**config.mk**
```make
export PLATFORM = sky130hd
export DESIGN_NAME = async_serial_frame_serializer_core
export DESIGN_NICKNAME = d
export VERILOG_FILES = /design/src/rtl/asfs_pkg.sv /design/src/rtl/async_serial_frame_serializer_core.sv /design/src/rtl/asfs_front.sv /design/src/rtl/asfs_queue.sv /design/src/rtl/asfs_back.sv
export SDC_FILE = /design/constraint.sdc
export NUM_CORES = 1
export LEC_CHECK = 0
export ABC_AREA = 1
export ABC_CLOCK_PERIOD_IN_PS = 8300
export BUFFER_PORTS_ARGS = -buffer_cell sky130_fd_sc_hd__buf_2
export CORE_ASPECT_RATIO = 1.75
export CORE_UTILIZATION = 50
export DETAILED_ROUTE_END_ITERATION = 12
export GPL_ROUTABILITY_DRIVEN = 0
export PLACE_DENSITY = 0.74
export SYNTH_ARGS = -nofsm -noshare
export SYNTH_HDL_FRONTEND = slang
export SYNTH_SLANG_ARGS = --single-unit
```
**constraint.sdc**
```tcl
create_clock -name i_clk -period 8.3 [get_ports i_clk]
set_input_delay 0.83 -clock i_clk [delete_from_list [all_inputs] [get_ports i_clk]]
set_output_delay 0.83 -clock i_clk [all_outputs]
set_load 0.05 [all_outputs]
```
**src/rtl/asfs_pkg.sv**
```systemverilog
package asfs_pkg;

    // Register indexes on the configuration channel
    localparam logic [2:0] REG_BIT_PERIOD     = 3'd0;
    localparam logic [2:0] REG_DATA_BITS      = 3'd1;
    localparam logic [2:0] REG_STOP_BITS      = 3'd2;
    localparam logic [2:0] REG_PREAMBLE_BITS  = 3'd3;
    localparam logic [2:0] REG_POSTAMBLE_BITS = 3'd4;

    // Reset values of the registers
    localparam logic [15:0] RST_BIT_PERIOD     = 16'd128;
    localparam logic [3:0]  RST_DATA_BITS      = 4'd8;
    localparam logic [1:0]  RST_STOP_BITS      = 2'd2;
    localparam logic [4:0]  RST_PREAMBLE_BITS  = 5'd20;
    localparam logic [4:0]  RST_POSTAMBLE_BITS = 5'd10;

    // Saturation limits
    localparam logic [3:0] MAX_DATA  = 4'd8;
    localparam logic [1:0] MAX_STOP  = 2'd2;
    localparam logic [4:0] MAX_AMBLE = 5'd24;

    // Characters and levels
    localparam logic [7:0] ESC_CHAR    = 8'h5C;
    localparam logic [7:0] CHAR_R      = 8'h72;
    localparam logic [7:0] CHAR_N      = 8'h6E;
    localparam logic [7:0] CR_CHAR     = 8'd13;
    localparam logic [7:0] LF_CHAR     = 8'd10;
    localparam logic [7:0] MARK_LEVEL  = 8'hFF;
    localparam logic [7:0] SPACE_LEVEL = 8'h00;

    // One classified request passed from front to back
    typedef struct packed {
        logic       first;
        logic       last;
        logic       send;
        logic [7:0] byte_val;
    } t_cmd;

    // Live configuration seen by the back end
    typedef struct packed {
        logic [15:0] bit_period;
        logic [3:0]  data_bits;
        logic [1:0]  stop_bits;
        logic [4:0]  preamble_bits;
        logic [4:0]  postamble_bits;
    } t_cfg;

endpackage

```
**src/rtl/async_serial_frame_serializer_core.sv**
```systemverilog
// Channel   | Dir | Handshake                   | Payload
// ----------+-----+-----------------------------+----------------------------------------
// s (input) | in  | i_s_tvalid / o_s_tready     | tdata=character, tuser=first, tlast=last
// m (out)   | out | o_m_tvalid / i_m_tready     | tdata=level,hold; tlast=last_of_run
// cfg       | in  | i_cfg_valid / o_cfg_ready   | i_cfg_index, i_cfg_data
//
// Flow: the front takes one request per cycle while the queue has room; the back
// pops a request only once the previous one has emitted its last bit, then emits its
// preamble, start, data, stop and postamble bits in order, each part only where present.
// Reset: synchronous, active low; clears escape state, queue, sequencer, registers.
// Stalls: a low i_m_tready holds the output register and freezes the sequencer;
// the queue keeps absorbing requests until it is full.
module async_serial_frame_serializer_core
    import asfs_pkg::*;
#(
    parameter int QUEUE_DEPTH = 2
)(
    input  logic        i_clk,
    input  logic        i_rst_n,
    // input stream
    input  logic        i_s_tvalid,
    output logic        o_s_tready,
    input  logic [7:0]  i_s_tdata,   // [7:0] character
    input  logic        i_s_tuser,   // [0] first_of_message
    input  logic        i_s_tlast,   // last_of_message
    // output stream
    output logic        o_m_tvalid,
    input  logic        i_m_tready,
    output logic [23:0] o_m_tdata,   // [7:0] sample_level, [23:8] hold_samples
    output logic        o_m_tlast,   // last_of_run
    // configuration writes
    input  logic        i_cfg_valid,
    output logic        o_cfg_ready,
    input  logic [2:0]  i_cfg_index,
    input  logic [15:0] i_cfg_data
);

    t_cfg r_cfg;
    t_cmd front_cmd;
    t_cmd queue_cmd;
    logic q_full;
    logic q_empty;
    logic q_pop;
    logic s_accept;

    // Configuration writes are always accepted and registered; unknown indexes are dropped
    assign o_cfg_ready = 1'b1;

    always_ff @(posedge i_clk) begin
        if (!i_rst_n) begin
            r_cfg.bit_period     <= RST_BIT_PERIOD;
            r_cfg.data_bits      <= RST_DATA_BITS;
            r_cfg.stop_bits      <= RST_STOP_BITS;
            r_cfg.preamble_bits  <= RST_PREAMBLE_BITS;
            r_cfg.postamble_bits <= RST_POSTAMBLE_BITS;
        end else if (i_cfg_valid && o_cfg_ready) begin
            case (i_cfg_index)
                REG_BIT_PERIOD:     r_cfg.bit_period     <= i_cfg_data;
                REG_DATA_BITS:      r_cfg.data_bits      <= i_cfg_data[3:0];
                REG_STOP_BITS:      r_cfg.stop_bits      <= i_cfg_data[1:0];
                REG_PREAMBLE_BITS:  r_cfg.preamble_bits  <= i_cfg_data[4:0];
                REG_POSTAMBLE_BITS: r_cfg.postamble_bits <= i_cfg_data[4:0];
                default:            r_cfg                <= r_cfg;
            endcase
        end
    end

    // Accept a request whenever the queue has a free slot
    assign o_s_tready = !q_full;
    assign s_accept   = i_s_tvalid && o_s_tready;

    // Front: escape handling and classification
    asfs_front u_front (
        .i_clk       (i_clk),
        .i_rst_n     (i_rst_n),
        .i_accept    (s_accept),
        .i_character (i_s_tdata),
        .i_first     (i_s_tuser),
        .i_last      (i_s_tlast),
        .o_cmd       (front_cmd)
    );

    // Decouple front from back
    asfs_queue #(
        .DEPTH (QUEUE_DEPTH)
    ) u_queue (
        .i_clk       (i_clk),
        .i_rst_n     (i_rst_n),
        .i_push      (s_accept),
        .i_push_data (front_cmd),
        .o_full      (q_full),
        .i_pop       (q_pop),
        .o_pop_data  (queue_cmd),
        .o_empty     (q_empty)
    );

    // Back: bit sequencer with output register
    asfs_back u_back (
        .i_clk      (i_clk),
        .i_rst_n    (i_rst_n),
        .i_cfg      (r_cfg),
        .i_empty    (q_empty),
        .i_cmd      (queue_cmd),
        .o_pop      (q_pop),
        .o_m_tvalid (o_m_tvalid),
        .i_m_tready (i_m_tready),
        .o_m_tdata  (o_m_tdata),
        .o_m_tlast  (o_m_tlast)
    );

endmodule

```
**src/rtl/asfs_front.sv**
```systemverilog
module asfs_front
    import asfs_pkg::*;
(
    input  logic       i_clk,
    input  logic       i_rst_n,
    input  logic       i_accept,
    input  logic [7:0] i_character,
    input  logic       i_first,
    input  logic       i_last,
    output t_cmd       o_cmd
);

    logic r_esc;
    logic n_esc;
    logic esc_in;

    // Resolve escapes for the request on the input
    always_comb begin
        esc_in         = i_first ? 1'b0 : r_esc;
        n_esc          = esc_in;
        o_cmd.first    = i_first;
        o_cmd.last     = i_last;
        o_cmd.send     = 1'b0;
        o_cmd.byte_val = i_character;
        if (i_character == ESC_CHAR) begin
            n_esc = 1'b1;
        end else if (esc_in) begin
            n_esc = 1'b0;
            if (i_character == CHAR_R) begin
                o_cmd.send     = 1'b1;
                o_cmd.byte_val = CR_CHAR;
            end else if (i_character == CHAR_N) begin
                o_cmd.send     = 1'b1;
                o_cmd.byte_val = LF_CHAR;
            end
        end else begin
            o_cmd.send = 1'b1;
        end
        if (i_last) begin
            n_esc = 1'b0;
        end
    end

    always_ff @(posedge i_clk) begin
        if (!i_rst_n) begin
            r_esc <= 1'b0;
        end else if (i_accept) begin
            r_esc <= n_esc;
        end
    end

endmodule

```
**src/rtl/asfs_queue.sv**
```systemverilog
module asfs_queue
    import asfs_pkg::*;
#(
    parameter int DEPTH = 2
)(
    input  logic i_clk,
    input  logic i_rst_n,
    input  logic i_push,
    input  t_cmd i_push_data,
    output logic o_full,
    input  logic i_pop,
    output t_cmd o_pop_data,
    output logic o_empty
);

    localparam int PTR_W = (DEPTH > 1) ? $clog2(DEPTH) : 1;
    localparam int CNT_W = $clog2(DEPTH + 1);
    localparam logic [PTR_W-1:0] LAST_PTR = PTR_W'(DEPTH - 1);
    localparam logic [CNT_W-1:0] FULL_CNT = CNT_W'(DEPTH);

    t_cmd             r_mem [DEPTH];
    logic [PTR_W-1:0] r_wr_ptr;
    logic [PTR_W-1:0] r_rd_ptr;
    logic [CNT_W-1:0] r_count;

    assign o_full     = (r_count == FULL_CNT);
    assign o_empty    = (r_count == '0);
    assign o_pop_data = r_mem[r_rd_ptr];

    always_ff @(posedge i_clk) begin
        if (i_push) begin
            r_mem[r_wr_ptr] <= i_push_data;
        end
    end

    always_ff @(posedge i_clk) begin
        if (!i_rst_n) begin
            r_wr_ptr <= '0;
            r_rd_ptr <= '0;
            r_count  <= '0;
        end else begin
            if (i_push) begin
                r_wr_ptr <= (r_wr_ptr == LAST_PTR) ? '0 : r_wr_ptr + 1'b1;
            end
            if (i_pop) begin
                r_rd_ptr <= (r_rd_ptr == LAST_PTR) ? '0 : r_rd_ptr + 1'b1;
            end
            case ({i_push, i_pop})
                2'b10:   r_count <= r_count + 1'b1;
                2'b01:   r_count <= r_count - 1'b1;
                default: r_count <= r_count;
            endcase
        end
    end

endmodule

```
**src/rtl/asfs_back.sv**
```systemverilog
module asfs_back
    import asfs_pkg::*;
(
    input  logic        i_clk,
    input  logic        i_rst_n,
    input  t_cfg        i_cfg,
    input  logic        i_empty,
    input  t_cmd        i_cmd,
    output logic        o_pop,
    output logic        o_m_tvalid,
    input  logic        i_m_tready,
    output logic [23:0] o_m_tdata,
    output logic        o_m_tlast
);

    logic        r_busy;
    logic [5:0]  r_pos;
    logic [5:0]  r_total;
    logic [4:0]  r_pre;
    logic [3:0]  r_nd;
    logic        r_send;
    logic [7:0]  r_byte;
    logic        r_ov;
    logic [7:0]  r_level;
    logic [15:0] r_hold;
    logic        r_last;

    logic [3:0]  nd_sat;
    logic [1:0]  ns_sat;
    logic [4:0]  pre_sat;
    logic [4:0]  post_sat;
    logic [4:0]  pre_n;
    logic [5:0]  frame_n;
    logic [5:0]  total_n;
    logic [6:0]  rel;
    logic [2:0]  data_idx;
    logic        is_start;
    logic        is_data;
    logic        space;
    logic        emit;
    logic        bit_last;
    logic [15:0] hold_n;

    // Saturate the live settings and work out the request's bit count and the bit hold
    always_comb begin
        nd_sat   = (i_cfg.data_bits > MAX_DATA) ? MAX_DATA : i_cfg.data_bits;
        ns_sat   = (i_cfg.stop_bits > MAX_STOP) ? MAX_STOP : i_cfg.stop_bits;
        pre_sat  = (i_cfg.preamble_bits > MAX_AMBLE) ? MAX_AMBLE : i_cfg.preamble_bits;
        post_sat = (i_cfg.postamble_bits > MAX_AMBLE) ? MAX_AMBLE : i_cfg.postamble_bits;
        pre_n    = i_cmd.first ? pre_sat : 5'd0;
        frame_n  = i_cmd.send ? (6'd1 + {2'b00, nd_sat} + {4'b0000, ns_sat}) : 6'd0;
        total_n  = {1'b0, pre_n} + frame_n + (i_cmd.last ? {1'b0, post_sat} : 6'd0);
        hold_n   = (i_cfg.bit_period == 16'd0) ? 16'd1 : i_cfg.bit_period;
    end

    // Level of the bit at r_pos
    always_comb begin
        rel      = {1'b0, r_pos} - {2'b00, r_pre};
        data_idx = 3'(rel - 7'd1);
        is_start = r_send && (r_pos == {1'b0, r_pre});
        is_data  = r_send && (r_pos > {1'b0, r_pre}) && (rel <= {3'b000, r_nd});
        space    = is_start || (is_data && !r_byte[data_idx]);
        bit_last = (r_pos == r_total - 6'd1);
    end

    assign o_pop = !r_busy && !i_empty;
    assign emit  = r_busy && (!r_ov || i_m_tready);

    // Load a request and register each emitted bit; drop a request when it makes no bits
    always_ff @(posedge i_clk) begin
        if (o_pop) begin
            r_pre   <= pre_n;
            r_nd    <= nd_sat;
            r_send  <= i_cmd.send;
            r_byte  <= i_cmd.byte_val;
            r_total <= total_n;
        end
        if (emit) begin
            r_level <= space ? SPACE_LEVEL : MARK_LEVEL;
            r_hold  <= hold_n;
            r_last  <= bit_last;
        end
    end

    always_ff @(posedge i_clk) begin
        if (!i_rst_n) begin
            r_busy <= 1'b0;
            r_pos  <= '0;
            r_ov   <= 1'b0;
        end else begin
            if (o_pop) begin
                r_busy <= (total_n != 6'd0);
                r_pos  <= '0;
            end else if (emit) begin
                r_pos <= r_pos + 6'd1;
                if (bit_last) begin
                    r_busy <= 1'b0;
                end
            end
            if (emit) begin
                r_ov <= 1'b1;
            end else if (i_m_tready) begin
                r_ov <= 1'b0;
            end
        end
    end

    assign o_m_tvalid = r_ov;
    assign o_m_tdata  = {r_hold, r_level};
    assign o_m_tlast  = r_last;

endmodule

```
==> results.md, run 1 <==
* Worst Path Required at around 8500 ps
* Reg-to-reg setup timing slack at around 5000 ps
* Initial Util at 51.5%
* Slew of the pin with the lowest slew margin at roughly 1000 ps
* Crit start category: flop
* Clock transition at the registers of the reported paths at 70 ps
* Commonest non-fill, non-tap cells in the layout: 97 x nand2_1, 91 x inv_1, 75 x nor2_1, 64 x edfxtp_1, 60 x buf_2
* CTS tree: yes
* Highest net fanout along the worst path at 13
* Rel. slew slack at between 30 and 40%
* Postcts setup bufs at 0
* Post-route ant nets at 0
* Die width at roughly 80 microns
* Synth Register Bits at between 100 and 150
* HP Class: flop to flop
* P per Cell Area at approximately 330 mW/mm^2
* Critical path arrival at 3520 ps
* Synth warn at 0
* DRT iter0 DRCs at 185
* WS Path Type: flop to flop
* Period utilisation layout at a little under 40%
* Initial antenna violation count at 0
* Total number of vias at roughly 4,000
* Synth Cell Area at about 0.0053 sq mm
* CTS sink count at 110
* Port-buffer cells at 60
* Ant diodes at 0
* Final Core Density at a little under three fifths
* Endpoints failing hold at 0
* Routed len/inst at roughly 14 microns
* M2 GR Usage at between 30% and 40%
* Synth Instances at slightly below 600
* Cell row count at between 40 and 50
* RSZ-0062 raised after global routing: no
* Pins Over Slew Limit at 0
* Post-Route WL at approximately 10,000 microns
* H-tree lvl count at 3
* TNS Setup at 0 ps
* Total GRT Usage at 20.2%
* Hold Buf Count CTS at 0
* GR peak layer: met2
* Root Buffer: clkbuf_16
* Nets at 689
* Hold_ws at ~430 ps
* Placed wire-length estimate at 8040 microns
* Residual DRC at 0
* Core ar. at between 0.01 and 0.015 sq mm
* CP endpoint kind: flop
* Sequential area share after synthesis at 53.6%
* First-pass DRT Iterations at 4
* Vias in the first global route at between 3,000 and 4,000
* Met3 usage at approximately 3.2%
* Yosys cell types at 36
* Die area at around 0.011 sq mm
* Final Instance Area at just under 0.006 sq mm
* Fraction of layout cells with a size suffix above 1 at between 10% and 20%
* Status: finished clean
* Met1 Resource Use GR at slightly above 20%
* Max-capacitance violation count at 0
* Post-synth EDFFs at between 60 and 70
* Max Fclk at between 300 and 400 MHz
* CTS Buf Count at 9
* Dpl cell area at ~0.0056 sq mm
* Area grow syn2layout at 11.3%
* IO Count at between 60 and 70
* Chip height at ~140 microns
* Post_cts resized at 0
* Commonest non-fill, non-tap cell in the layout: nand2_1
* Period minus WS final at around 3300 ps
* Number of vias per cell at just over 5
* Predominant post-synthesis flop cell: edfxtp_1
* Global route overflow at 0
* Post-synth ARST share at 0%
* Setup violators final at 0
* Pin count of the biggest net entering global routing at 37
* CTS max path bufs at 2
* Avg Inst Size Synth at 9.00 sq um
* First-pass GRT wire length at ~17,000 microns
* Max Clock Skew at between 8 and 9 ps
* VDD IR max at ~0.17 mV
* Static Leakage at between 2 and 3 nW
* Clk_lat worst skew at about 340 ps
## worst paths after layout
kind	start	end	cells after the start
worst max-delay path	flop	u_back.r_busy$_SDFFE_PN0P_	15
worst min-delay path	r_cfg[21]$_SDFFE_PN0P_	u_back.r_hold[5]$_SDFFCE_PN0P_	0
worst max register to register	flop	u_back.r_busy$_SDFFE_PN0P_	15
worst min register to register	r_cfg[21]$_SDFFE_PN0P_	u_back.r_hold[5]$_SDFFCE_PN0P_	0
## cells by family (layout without fill, tap and decap cells)
logic type | count (synthesis) | in the layout | share of synthesized area (%)
compound gates | 83 | 83 | 8.28
xor+xnor | 6 | 6 | 0.991
fa+ha+maj | 27 | 27 | 7.51
buf+inv | 130 | 173 | 9.94
flops | 110 | 110 | 53.6
mux | 9 | 9 | 1.91
other cells | 1 | 2 | 0.0707
simple gates | 223 | 223 | 17.7
## cells in the mapped netlist (2+ instances only)
| cell type | number | area (sq um) |
|---|---|---|
| nand2_2 | 3 | 18.8 |
| edfxtp_1 | 64 | 1920 |
| a21oi_1 | 33 | 165 |
| mux2_2 | 9 | 101 |
| nor2_1 | 76 | 285 |
| xor2_1 | 4 | 35.0 |
| o211ai_1 | 3 | 22.5 |
| nand3_1 | 25 | 125 |
| a31oi_1 | 2 | 12.5 |
| nand4_1 | 5 | 31.3 |
| clkbuf_1 | 21 | 78.8 |
| o21a_1 | 2 | 15.0 |
| nor4_1 | 6 | 37.5 |
| ha_1 | 19 | 238 |
| nand2_1 | 97 | 364 |
| inv_1 | 91 | 342 |
| o21ai_0 | 39 | 195 |
| nor3_1 | 4 | 20.0 |
| dfxtp_1 | 46 | 921 |
| inv_2 | 5 | 18.8 |
| fa_1 | 8 | 160 |
| buf_4 | 9 | 67.6 |
| xnor2_1 | 2 | 17.5 |
| buf_2 | 4 | 20.0 |
## area by class of cell
cell class | count | area, sq um
clock buffer | 10 | 239
clock inverter | 6 | 55.1
fill | 905 | 4400
inverter | 96 | 360
multi-input combinational | 350 | 1940
sequential | 110 | 2840
tap | 127 | 159
timing repair buffer | 61 | 308
## routing by layer
| layer | wire length (microns) | share of wire [%] |
|---|---|---|
| met5 | 0 | 0 |
| met4 | 493 | 4.7 |
| met3 | 234 | 2.2 |
| met2 | 5840 | 56 |
| met1 | 3880 | 37 |
## sequential cells by signal, indices dropped and copies added, names as in the netlist, 2 cells and up, named ones only
signal,count
r_cfg,32
u_queue.r_mem,22
u_back.r_hold,16
u_back.r_byte,8
u_back.r_pos,6
u_back.r_total,6
u_back.r_pre,5
u_back.r_nd,4
u_queue.r_count,2
## worst max-delay path: stages, from the launching register on
cell and delay, ps:
dfxtp_1 660, nand2_1 100, o21ai_0 150, inv_1 120, nor3_1 230, inv_1 110, fa_1 550, inv_1 50
ha_1 220, fa_1 420, nand3_1 110, nand2_1 60, xor2_1 180, nand3_1 100, nand2_1 70, a21oi_1 60
## power by group
| part | internal [mW] | switching [mW] | leakage (nW) | total, mW |
|---|---|---|---|---|
| clock network | 0.218 | 0.196 | 0.148 | 0.414 |
| registers | 0.735 | 0.0636 | 0.971 | 0.799 |
| logic | 0.245 | 0.497 | 1.52 | 0.742 |
| total | 1.20 | 0.757 | 2.64 | 1.95 |
## per-stage QoR
| stage | setup slack (ps) | instances | total power, mW |
|---|---|---|---|
| global placement | 5240 | 744 | 1.51 |
| floorplan | 5350 | 590 | 1.38 |
| detailed placement | 5040 | 744 | 1.55 |
| global route | 4750 | 760 | 2.09 |
| finish | 5010 | 760 | 1.95 |
| CTS | 4990 | 760 | 1.96 |
No activity file was read; power rests on OpenSTA's default activity.
==> run 2: changes to the inputs <==
ABC_CLOCK_PERIOD_IN_PS = 3150   (was 8300)
clock period = 3.15 ns   (was 8.3 ns; I/O delays follow)
==> run 2 against run 1 <==
  * The run now ends with setup timing left
  * Hold slack got worse by 260 ps
  * Maximum frequency increased by 4.1%
  * Clock skew decreased by 4.6 ps
  * Sequential share of layout area decreased by 0.63 points
  * Final cell count increased by 0.66%
  * Routed wire length increased by 2.3%
  * Via count increased by 1.7%
  * Critical path type unchanged
==> results.md, run 2 (synthesis results as in run 1) <==
* Launch point of the worst reg-to-reg path: r_cfg[15]$_SDFFE_PN1P_
* Period utilisation layout at 100% (+61 points)
* Layout Cells excl Fill at 765 (+0.66%)
* Fraction of layout cells with a size suffix above 1 at 18.2% (+2.4 points)
* Initial Util at 51.5% (unchanged)
* VDD IR max at 0.632 mV (+270%)
* Worst Path Required at 3390 ps (-5130 ps)
* HP Start: i_s_tlast
* Max-capacitance violation count at 0 (unchanged)
* Commonest non-fill, non-tap cells in the layout: 97 x nand2_1, 88 x inv_1, 72 x nor2_1, 64 x edfxtp_1, 60 x buf_2
* Power Total at 5.22 mW (+170%)
* WHS Endpoint: u_queue.r_mem[1][9]$_DFFE_PP_
* Commonest non-fill, non-tap cell in the layout: nand2_1
* Sequential group share of total power at 40.0% (-0.9 points)
* WS Path Type: flop to flop
* Global route overflow at 0 (unchanged)
* Area grow syn2layout at 12.9%
* Rel. slew slack at 31.1% (-2.0 points)
* Combinational share of power at 39.2% (+1.3 points)
* Reg-to-reg setup timing slack at -10 ps (-5020 ps)
* Clk network pwr share at 20.8% (-0.4 points)
* Failing checks: setup timing
* HP Class: primary input to flop
* H-tree lvl count at 3 (unchanged)
* Total number of vias at 3,997 (+1.7%)
* CTS tree: yes
* Ant diodes at 0 (unchanged)
* IO Count at 62 (unchanged)
* Clock transition at the registers of the reported paths at 70 ps (about the same)
* Status: complete, but fails checks
* Die area at 0.0110 sq mm (unchanged)
* Pins Over Slew Limit at 0 (unchanged)
* Slew of the pin with the lowest slew margin at 1030 ps (+30.6 ps)
* Endpoints failing hold at 0 (unchanged)
* First-pass DRT Iterations at 4 (unchanged)
* Dpl cells at 745 (+0.13%)
* RSZ-0062 raised after global routing: yes
* CTS Buf Count at 9 (unchanged)
* Vias in the first global route at 3,951 (+2.0%)
* Port-buffer cells at 60 (unchanged)
* Setup violators final at 1 (+1)
* CTS max path bufs at 2 (unchanged)
* Largest register FFs at 32 (unchanged)
* Filler cells at 886 (-2.1%)
* Sw Share at 39.3% (+0.57 points)
* Reg2reg path depth at 14 (-1)
* Initial antenna violation count at 0 (unchanged)
* Routed len/inst at 14.0 microns (+1.6%)
* Switching pwr at 2.05 mW (+170%)
* Worst path max stage delay at 520 ps (-140 ps)
* First-pass GRT wire length at 17,500 microns (+1.6%)
* Chip height at 138 microns (unchanged)
* Number of vias per cell at 5.22 (+1.0%)
* Pin count of the biggest net entering global routing at 37 (unchanged)
* Cells along the critical path: inv_4 > nand2_4 > ha_2 > fa_1 > nand2_1 > fa_1 > inv_2 > ha_4 > fa_2 > xor2_2 > nor4_2 > nand3_1 > nand2_1 > a21oi_1
* CTS sink count at 110 (unchanged)
* Max Fclk at 316 MHz (+4.1%)
* CP endpoint kind: flop
* Crit start category: flop
* Worst setup margin at -12.6 ps (-5020 ps)
* Highest net fanout along the worst path at 4 (-9)
* Placed wire-length estimate at 8040 microns (about the same)
* P_int at 3.17 mW (+160%)
* Period minus WS final at 3160 ps (-131 ps)
* Post-route ant nets at 0 (unchanged)
* P per Cell Area at 873 mW/mm^2 (+160%)
* Slowest cell on crit path: fa_1
* Max Clock Skew at 3.44 ps (-4.57 ps)
* R2r endpoint: u_back.r_busy$_SDFFE_PN0P_
* Cell row count at 49 (unchanged)
* Critical path arrival at 3400 ps (-120 ps)
* Root Buffer: clkbuf_16
* Die width at 79.8 microns (unchanged)
* Post-Route WL at 10,700 microns (+2.3%)
* Area taken by multi-input logic gates at 0.00198 sq mm (+2.3%)
* Residual DRC at 0 (unchanged)
* Total GRT Usage at 20.7% (+0.51 points)
* Clk_lat worst skew at 350 ps (about the same)
* DRT iter0 DRCs at 127 (-31%)
* Largest Register: r_cfg
* Core ar. at 0.0103 sq mm (unchanged)
* Largest registers: r_cfg: 32 flops, u_queue.r_mem: 22 flops, u_back.r_hold: 16 flops
* Nets at 694 (+0.73%)
* Static Leakage at 2.66 nW (+1.1%)
* Seq. cell area at 0.00284 sq mm (about the same)
* Worst Hold Path Cells at 1 (+1)
## run 2: cell types whose count changed in the layout (fill, tap and decap cells not counted), sizes merged
cell,change
buf,+5
clkinv,+1
clkbuf,-1
## run 2: layout make-up
class,count,area share [%]
clock buffers,9,3.76
clock inverters,7,1.09
inverters,96,6.06
multi-input cells,350,33.1
flip-flops and latches,110,47.5
well taps,127,2.66
repair buffers,66,5.77
## run 2: worst max path at each step
stage	from	endpoint	slack [ps]	cells after the start
2_1_floorplan	r_cfg[15]$_SDFFE_PN1P_	u_back.r_busy$_SDFFE_PN0P_	200	17
3_3_place_gp	r_cfg[15]$_SDFFE_PN1P_	u_back.r_busy$_SDFFE_PN0P_	110	16
3_5_place_dp	r_cfg[15]$_SDFFE_PN1P_	u_back.r_busy$_SDFFE_PN0P_	-30	15
4_1_cts	r_cfg[15]$_SDFFE_PN1P_	u_back.r_busy$_SDFFE_PN0P_	30	16
5_1_grt	r_cfg[15]$_SDFFE_PN1P_	u_back.r_busy$_SDFFE_PN0P_	-110	16
6_report	r_cfg[15]$_SDFFE_PN1P_	u_back.r_busy$_SDFFE_PN0P_	-10	14
## run 2: layer usage
| metal | GRT usage, % | vias up | wire length (microns) |
|---|---|---|---|
| li1 | - | 1980 | - |
| met1 | 20.6 | 1855 | 3840 |
| met2 | 37.3 | 118 | 5810 |
| met3 | 3.50 | 44 | 403 |
| met4 | 15.1 | 0 | 640 |
| met5 | 0 | - | 0 |
## run 2: power groups by stage
| stage | clock network (mW) | registers, mW | logic (mW) |
|---|---|---|---|
| finish | 1.09 | 2.09 | 2.05 |
| global route | 1.16 | 2.12 | 2.31 |
| CTS | 1.11 | 2.09 | 2.01 |
| detailed placement | 0 | 2.12 | 1.99 |
| global placement | 0 | 2.11 | 1.88 |
| floorplan | 0 | 2.31 | 1.33 |
## run 2: per-stage QoR
stage                     setup TNS, ps  util (%)  hold slack, ps  area, sq um  worst slack (ps)
after global routing               -155      58.1             166         5980              -109
after floorplan                       0         -             414         5310               198
after CTS                             0      57.4             162         5910              27.5
final                             -12.6      58.1             172         5980             -12.6
after detailed placement          -34.1      54.5             415         5620             -34.1
after global placement                0      54.5             417         5620               115
## run 2: repair_timing
item | in CTS | in global routing
pin swaps | 0 | 10
setup endpoints to repair | 1 | 3
gates resized for setup | 2 | 13
setup buffers | 0 | 4
hold buffers | 0 | 0
## run 2: critical path, delay by kind of cell (launching register included)
family / cells / cell delay (ps)
flops: 1 / 340
compound gates: 1 / 60
simple gates: 5 / 550
fa+ha+maj: 5 / 1800
xor+xnor: 1 / 170
buf+inv: 2 / 130
